## src/rtl/oets_pkg.sv

```systemverilog
// ----------------------------------------------------------------------------
// oets_pkg
// Shared types and constants for the odd-even transposition sorter.
// ----------------------------------------------------------------------------
package oets_pkg;

    localparam int VALUE_W = 32;

    // Operation applied to every cell of the row together.
    typedef enum logic [2:0] {
        CELL_HOLD = 3'd0,
        CELL_LOAD = 3'd1,
        CELL_EMIT = 3'd2,
        CELL_ODD  = 3'd3,
        CELL_EVEN = 3'd4
    } t_cell_op;

    typedef struct packed {
        t_cell_op op;
    } t_cell_ctrl;

endpackage

```

## src/rtl/oets_cell.sv

```systemverilog
// ----------------------------------------------------------------------------
// oets_cell
// One cell of the sorting row: holds one element and its valid bit, shifts
// with its neighbors while loading and emitting, and takes part in one
// compare-exchange pair during each sort phase.
// ----------------------------------------------------------------------------
module oets_cell #(
    parameter bit ODD_POS = 1'b0
) (
    input  logic                                i_clk,
    input  logic                                i_rst_n,
    input  oets_pkg::t_cell_ctrl                i_ctrl,
    input  logic signed [oets_pkg::VALUE_W-1:0] i_left_value,
    input  logic                                i_left_valid,
    input  logic                                i_left_gt,
    input  logic signed [oets_pkg::VALUE_W-1:0] i_right_value,
    input  logic                                i_right_valid,
    output logic signed [oets_pkg::VALUE_W-1:0] o_value,
    output logic                                o_valid,
    output logic                                o_gt,
    output logic                                o_swap
);
    import oets_pkg::*;

    logic signed [VALUE_W-1:0] r_value;
    logic signed [VALUE_W-1:0] n_value;
    logic                      r_valid;
    logic                      n_valid;
    logic                      w_low;
    logic                      w_high;

    // This cell is the lower member of its pair when the phase parity matches
    // its own position parity, and the upper member otherwise.
    assign w_low  = ((i_ctrl.op == CELL_ODD) && ODD_POS) ||
                    ((i_ctrl.op == CELL_EVEN) && !ODD_POS);
    assign w_high = ((i_ctrl.op == CELL_ODD) && !ODD_POS) ||
                    ((i_ctrl.op == CELL_EVEN) && ODD_POS);

    assign o_gt   = r_valid && i_right_valid && (r_value > i_right_value);
    assign o_swap = w_low && o_gt;

    always_comb begin
        n_value = r_value;
        n_valid = r_valid;
        case (i_ctrl.op) inside
            CELL_LOAD: begin
                n_value = i_left_value;
                n_valid = i_left_valid;
            end
            CELL_EMIT: begin
                n_value = i_right_value;
                n_valid = i_right_valid;
            end
            CELL_ODD, CELL_EVEN: begin
                if (w_low && o_gt) begin
                    n_value = i_right_value;
                end else if (w_high && i_left_gt) begin
                    n_value = i_left_value;
                end
            end
            default: begin
                n_value = r_value;
            end
        endcase
    end

    always_ff @(posedge i_clk) begin
        r_value <= n_value;
        if (!i_rst_n) begin
            r_valid <= 1'b0;
        end else begin
            r_valid <= n_valid;
        end
    end

    assign o_value = r_value;
    assign o_valid = r_valid;

endmodule

```

## config.mk

```make
export PLATFORM = sky130hd
export DESIGN_NAME = oets_cell
export DESIGN_NICKNAME = d
export VERILOG_FILES = /design/src/rtl/oets_pkg.sv /design/src/rtl/oets_cell.sv
export SDC_FILE = /design/constraint.sdc
export NUM_CORES = 1
export LEC_CHECK = 0
export BUFFER_PORTS_ARGS = -buffer_cell sky130_fd_sc_hd__buf_2
export CORE_ASPECT_RATIO = 0.7
export CORE_MARGIN = 2
export CORE_UTILIZATION = 45
export CTS_CLUSTER_SIZE = 14
export DETAILED_ROUTE_END_ITERATION = 12
export HOLD_SLACK_MARGIN = 0.03
export PLACE_DENSITY = 0.77
export SLEW_MARGIN = 20
export SYNTH_ARGS = -nofsm -noshare
export SYNTH_HDL_FRONTEND = slang
export SYNTH_SLANG_ARGS = --single-unit
```

## constraint.sdc

```tcl
create_clock -name i_clk -period 5 [get_ports i_clk]
set_input_delay 1.5 -clock i_clk [delete_from_list [all_inputs] [get_ports i_clk]]
set_output_delay 1.5 -clock i_clk [all_outputs]
set_load 0.02 [all_outputs]
```

==> results of run 1 <==
## cell families (layout without fill, tap and decap cells)
logic type	after synthesis	in the layout	synth area share, %
simple gates	69	69	11.3
compound gates	119	119	31.0
fa+ha+maj	32	32	14.2
buf+inv	59	198	8.78
flops	33	33	34.8
## per-stage QoR
stage	setup slack [ns]	cells	util, %	total power, W
after floorplan	-0.0715	312	-	0.000500
after global placement	-0.210	518	60.1	0.000610
after detailed placement	-0.240	518	60.1	0.000617
after CTS	-0.115	525	62.3	0.000812
after global routing	-0.195	529	66.3	0.000883
final	-0.123	529	66.3	0.000841
## worst paths after layout
check / from / to / depth (start not counted)
setup / recovery: i_right_value[12] / o_swap / 12
hold / removal: o_valid / o_valid / 2
setup reg to reg: o_value[23] / o_value[14] / 10
hold reg to reg: o_valid / o_valid / 2
## where the power goes
part | switching [W] | internal [W]
Combinational | 0.000166 | 0.000142
Clock | 0.0000941 | 0.0000938
Sequential | 0.0000151 | 0.000329
Total | 0.000275 | 0.000565
## cell usage after synthesis, types with 7 or more instances
master     instances
a21oi_1           15
a2bb2oi_1         19
a32oi_1           14
clkbuf_1          16
edfxtp_1          32
ha_1              32
inv_1             36
nand2_1            8
nand4_1            7
nor2_1            37
o21ai_0           22
o22ai_1           18
o311a_1           18
## registers in the layout (all words and copies together) (netlist names)
name and flops:
o_value 32, o_valid 1
## worst register-to-register path, stage by stage, from the launching register on
cell      delay, ns
edfxtp_1       0.45
ha_4           0.28
a21oi_2        0.12
o21ai_1        0.09
a22o_1         0.24
or4_4          0.42
o31a_1         0.29
buf_6          0.14
buf_4          0.20
or2_1          0.52
o311a_1        0.46
## routing by layer
| metal | vias up | global-route usage [%] | wire length [um] | share of wire, % |
|---|---|---|---|---|
| met5 | - | 0 | 0 | 0 |
| met4 | 0 | 7.15 | 72 | 0.75 |
| met3 | 11 | 5.51 | 699 | 7.3 |
| met2 | 150 | 39.4 | 4420 | 46 |
| met1 | 1557 | 34.9 | 4350 | 46 |
| li1 | 1486 | - | - | - |
## timing repair
item                                    in CTS  in global routing
setup buffers                                0                  4
pin swaps                                    3                  9
resized for setup                           11                 32
hold endpoints to repair                     0                  0
endpoints found under the setup margin       2                  2
## cell type report
class / count / area, sq um
Fill cell: 498 / 2070
Clock inverter: 1 / 3.75
Inverter: 37 / 144
Sequential cell: 33 / 981
Clock buffer: 6 / 72.6
Timing Repair Buffer: 154 / 907
Tap cell: 78 / 97.6
Multi-Input combinational cell: 220 / 1880
==> results.py, run 1 <==
metrics = {
    "sta": {
        "rsz0062_at_grt": "yes",
        "fmax_ghz": 0.195,
        "finalCritPeriodShare_pct": 102,
        "hold_violations": 0,
        "worst_slew_pin_slew_ns": 0.769,
        "final-max-slew-violation-count": 0,
        "hold-worst-slack_ns": 0.562,
        "slew_headroom_pct": 48.6,
        "finalSetupViolCount": 1,
        "final.min_clock_period_ns": 5.12,
        "setup_ws_ns": -0.123,
        "setup_tns_ns": -0.123,
        "finClkSkew_ns": 0.00559,
    },
    "floorplan": {
        "dieArea_sq_mm": 0.00693,
        "core_sq_mm": 0.00616,
        "fp.dieH_um": 70.3,
        "die_w_um": 98.6,
        "pin_count": 107,
        "start_util_pct": 45.8,
        "core.rowCount": 24,
    },
    "setup_path": {
        "crit_chain": "buf_2 -> inv_1 -> ha_1 -> nand4_1 -> buf_4 -> nor4_2 -> a21boi_2 -> o31a_1 -> o31a_1 -> or3_4 -> clkinv_4 -> buf_6",
        "critPathLaunchType": "primary input",
        "critical_path.most_common_cell": "o31a_1",
        "slowest_stage": "or3_4",
        "max_stage_delay_ns": 0.37,
        "worst-path-max-fanout": 3,
        "crit_buf_inv": 5,
        "required_ns": 3.50,
        "worstSetupPathType": "in2out",
        "cp.arrival_ns": 3.62,
        "r2r_setup_slack_ns": 1.55,
        "critical_path.top_delay_family": "compound AO/OA/AOI/OAI gates",
        "endpoint_kind": "output pin",
    },
    "finish": {
        "drive_gt1_share_pct": 44.6,
        "mostFrequentLayoutCells": "buf_2 (104), buf_4 (47), nor2_1 (36)",
        "final_net_count": 555,
        "final_area_sq_mm": 0.00408,
        "layout_commonest_cell": "buf_2",
        "syn2layout_area_growth_pct": 44.7,
        "diodes": 0,
    },
    "place": {
        "gp_congestion": 0.866,
        "dp_hpwl_mm": 6.46,
        "postPlaceCellArea_sq_mm": 0.00370,
        "port_buffers": 106,
    },
    "synth": {
        "synthTopCellsByArea": "edfxtp_1 (34%), ha_1 (14%), o311a_1 (6.4%)",
        "synth_seq_cells": 33,
        "async_reset_ff_share_pct": 0,
        "synth_area_sq_mm": 0.00282,
        "yosysSeqAreaShare_pct": 34.8,
        "synth.largest_area_cell": "edfxtp_1",
        "synth_cell_types": 36,
        "syn_avg_cell_area_sq_um": 9.04,
        "synth-edff-count": 32,
        "synth_flop_cell": "edfxtp_1",
        "synthCells": 312,
        "synthesis.nets": 416,
        "synth_top_cell_area_share_pct": 34.1,
        "yosys_warnings": 0,
    },
    "clock_network": {
        "cts-root-buf": "clkbuf_8",
        "ctsHoldBuffers": 0,
        "cts_buffers": 5,
        "cts_tree": "built",
        "htree_levels": 2,
        "clk_latency_ns": 0.28,
        "clk_path_buf_depth": 2,
        "cts.sinks": 33,
        "clk_pin_slew_ns": 0.07,
    },
    "detailed_routing": {
        "ant_nets": 0,
        "avgViaCountPerCell": 6.06,
        "dr.pass1.iters": 5,
        "routed_wl_mm": 9.55,
        "vias": 3204,
        "drc": 0,
        "detail_route.wl_per_cell_um": 18.0,
        "drtIter0Drc": 225,
    },
    "power": {
        "ir_drop_mv": 0.106,
        "p_leak_nw": 1.80,
        "powerDensity_mw_per_mm2": 206,
    },
    "job": {
        "cap_violations": 0,
    },
    "global_routing": {
        "grt_antenna_before_repair": 0,
        "grt_pass1_wl_mm": 14.1,
        "grt_max_degree": 41,
        "track_usage_pct": 25.0,
        "grt_overflow_total": 0,
        "grt_pass1_vias": 3064,
    },
    "outcome": {
        "violations": "negative setup slack",
        "status": "complete, but fails checks",
    },
    "worst_hold_path": {
        "hold_path.class": "reg2reg",
    },
}
Note: power is estimated with default switching activity, not from simulation.
==> inputs of run 2 (changes only) <==
- ABC_AREA: unset -> 1
- CORE_UTILIZATION: 45 -> 44
==> run 2 against run 1 <==
Clock power increased by 6%. Maximum frequency increased by 13%. Synthesized area decreased by 9.3%. Flip-flop and latch count unchanged. Global-route usage decreased by 6.7 points. Register-to-register slack improved by 0.21 ns. Largest power group unchanged. The run now ends clean. Total power decreased by 13%. Cell count decreased by 8.5%. Critical endpoint is now o_gt. Largest cell class unchanged.
==> results.py, run 2 <==
metrics = {
    "synth": {
        "synth_flop_cell": "edfxtp_1",
        "yosys_warnings": 0,
        "syn_avg_cell_area_sq_um": 8.45,
        "synth.largest_area_cell": "edfxtp_1",
        "synthesis.nets": 407,
        "synth_top_cell_area_share_pct": 37.5,
        "yosys-top-cells-count": "nand2_1 (74), inv_1 (39), nand3_1 (35)",
        "synthTopCellsByArea": "edfxtp_1 (38%), ha_1 (16%), nand2_1 (11%)",
        "yosysSeqAreaShare_pct": 38.3,
        "synth-edff-count": 32,
        "synth_cell_types": 28,
        "yosysMostFrequentCell": "nand2_1",
        "synthCells": 303,
        "synth_seq_cells": 33,
        "async_reset_ff_share_pct": 0,
        "synth_area_sq_mm": 0.00256,
    },
    "floorplan": {
        "fp.dieH_um": 67.8,
        "pin_count": 107,
        "start_util_pct": 45.2,
        "core_sq_mm": 0.00567,
        "dieArea_sq_mm": 0.00645,
        "die_w_um": 95.2,
        "core.rowCount": 23,
    },
    "finish": {
        "fin_cells": 484,
        "seq_area_sq_um": 981,
        "multiInputGateArea_sq_mm": 0.00131,
        "drive_gt1_share_pct": 39.4,
        "diodes": 0,
        "final_area_sq_mm": 0.00319,
        "mostFrequentLayoutCells": "buf_2 (106), nand2_1 (74), inv_1 (39)",
        "nFillCells": 541,
        "syn2layout_area_growth_pct": 24.4,
        "layout_commonest_cell": "buf_2",
        "largest_reg_flops": 32,
        "final_net_count": 512,
    },
    "clock_network": {
        "ctsHoldBuffers": 0,
        "clk_latency_ns": 0.29,
        "clk_path_buf_depth": 2,
        "cts_tree": "built",
        "clk_pin_slew_ns": 0.08,
        "htree_levels": 2,
        "cts-root-buf": "clkbuf_8",
        "cts.sinks": 33,
        "post_cts_buffers": 0,
        "cts_buffers": 5,
        "cts_resized": 0,
    },
    "setup_path": {
        "required_ns": 3.50,
        "endpoint_kind": "output pin",
        "critPathLaunchType": "primary input",
        "worstSetupPathType": "in2out",
        "cp.arrival_ns": 3.03,
        "crit_chain": "buf_2 -> inv_1 -> ha_1 -> nand2_1 -> nor2_1 -> nand4_1 -> nor2_4 -> nand2_1 -> and3_4 -> and3_1 -> buf_2",
        "worst-path-max-fanout": 2,
        "max_stage_delay_ns": 0.28,
        "slowest_stage": "ha_1",
    },
    "place": {
        "post-place-ws_ns": 0.480,
        "port_buffers": 106,
        "dp_hpwl_mm": 4.39,
        "placed_cells": 476,
        "postPlaceCellArea_sq_mm": 0.00310,
        "gp_congestion": 0.765,
    },
    "sta": {
        "setup_tns_ns": 0,
        "setup_ws_ns": 0.466,
        "rsz0062_at_grt": "no",
        "fmax_ghz": 0.221,
        "slew_headroom_pct": 43.0,
        "worst_slew_pin_slew_ns": 0.854,
        "final-max-slew-violation-count": 0,
        "finalCritPeriodShare_pct": 90.7,
        "finClkSkew_ns": 0.0104,
        "final.min_clock_period_ns": 4.53,
        "hold_violations": 0,
        "finalSetupViolCount": 0,
    },
    "power": {
        "powerDensity_mw_per_mm2": 228,
        "p_leak_nw": 1.74,
        "ir_drop_mv": 0.155,
    },
    "detailed_routing": {
        "avgViaCountPerCell": 4.71,
        "ant_nets": 0,
        "vias": 2278,
        "drtIter0Drc": 77,
        "dr.pass1.iters": 4,
        "detail_route.wl_per_cell_um": 12.3,
        "drc": 0,
        "routed_wl_mm": 5.94,
    },
    "global_routing": {
        "track_usage_pct": 18.3,
        "grt_max_degree": 35,
        "grt_pass1_wl_mm": 8.95,
        "grt_antenna_before_repair": 0,
        "grt_pass1_vias": 2047,
        "grt_overflow_total": 0,
    },
    "outcome": {
        "status": "finished, final reports clean",
    },
    "job": {
        "cap_violations": 0,
    },
    "worst_hold_path": {
        "hold_path.class": "reg2reg",
    },
}
run 2: worst paths after layout:
path                                         from     endpoint  slack (ns)  cells after the start
worst max register to register        o_value[22]  o_value[13]        1.76                     10
worst max-delay path            i_right_value[22]         o_gt        0.47                     11
worst min register to register            o_valid      o_valid        0.52                      2
worst min-delay path                      o_valid      o_valid        0.52                      2
run 2: through the flow:
stage	util [%]	hold slack [ns]	total power [W]
6_report	56.2	0.524	0.000728
5_1_grt	56.2	0.525	0.000775
4_1_cts	56.2	0.507	0.000738
3_5_place_dp	54.7	0.495	0.000536
3_3_place_gp	54.7	0.481	0.000530
2_1_floorplan	-	0.552	0.000466
run 2: routing by layer:
metal / share of wire, % / wire [um] / vias to the layer above / track usage [%]
li1: - / - / 1206 / -
met1: 49 / 2940 / 1002 / 24.5
met2: 44 / 2610 / 65 / 30.3
met3: 5.6 / 331 / 5 / 3.85
met4: 1.0 / 61 / 0 / 5.43
met5: 0 / 0 / - / 0
run 2: worst max-delay path, delay by kind of cell:
family | cells | cell delay [ns]
fa+ha+maj | 1 | 0.28
buf+inv | 3 | 0.32
simple gates | 7 | 0.95
run 2: cell type report:
| type | count | share of cell area (%) |
|---|---|---|
| Clock buffer | 6 | 2.28 |
| Clock inverter | 2 | 0.314 |
| Inverter | 47 | 5.54 |
| Multi-Input combinational cell | 214 | 41.2 |
| Sequential cell | 33 | 30.8 |
| Tap cell | 75 | 2.95 |
| Timing Repair Buffer | 107 | 16.9 |
run 2: power breakdown:
group	internal (W)	total (W)	leakage, nW	switching, W
registers	0.000329	0.000339	0.312	0.00000999
clock network	0.0000966	0.000199	0.0450	0.000102
logic	0.0000757	0.000190	1.39	0.000114
run 2: cells by family after synthesis:
family | Yosys count | synth area share, %
and+or+nand+nor | 162 | 31.1
DFF | 33 | 38.3
adders and majority gates | 32 | 15.6
AOI/OAI and AO/OA | 20 | 4.40
buffers and inverters | 56 | 10.6
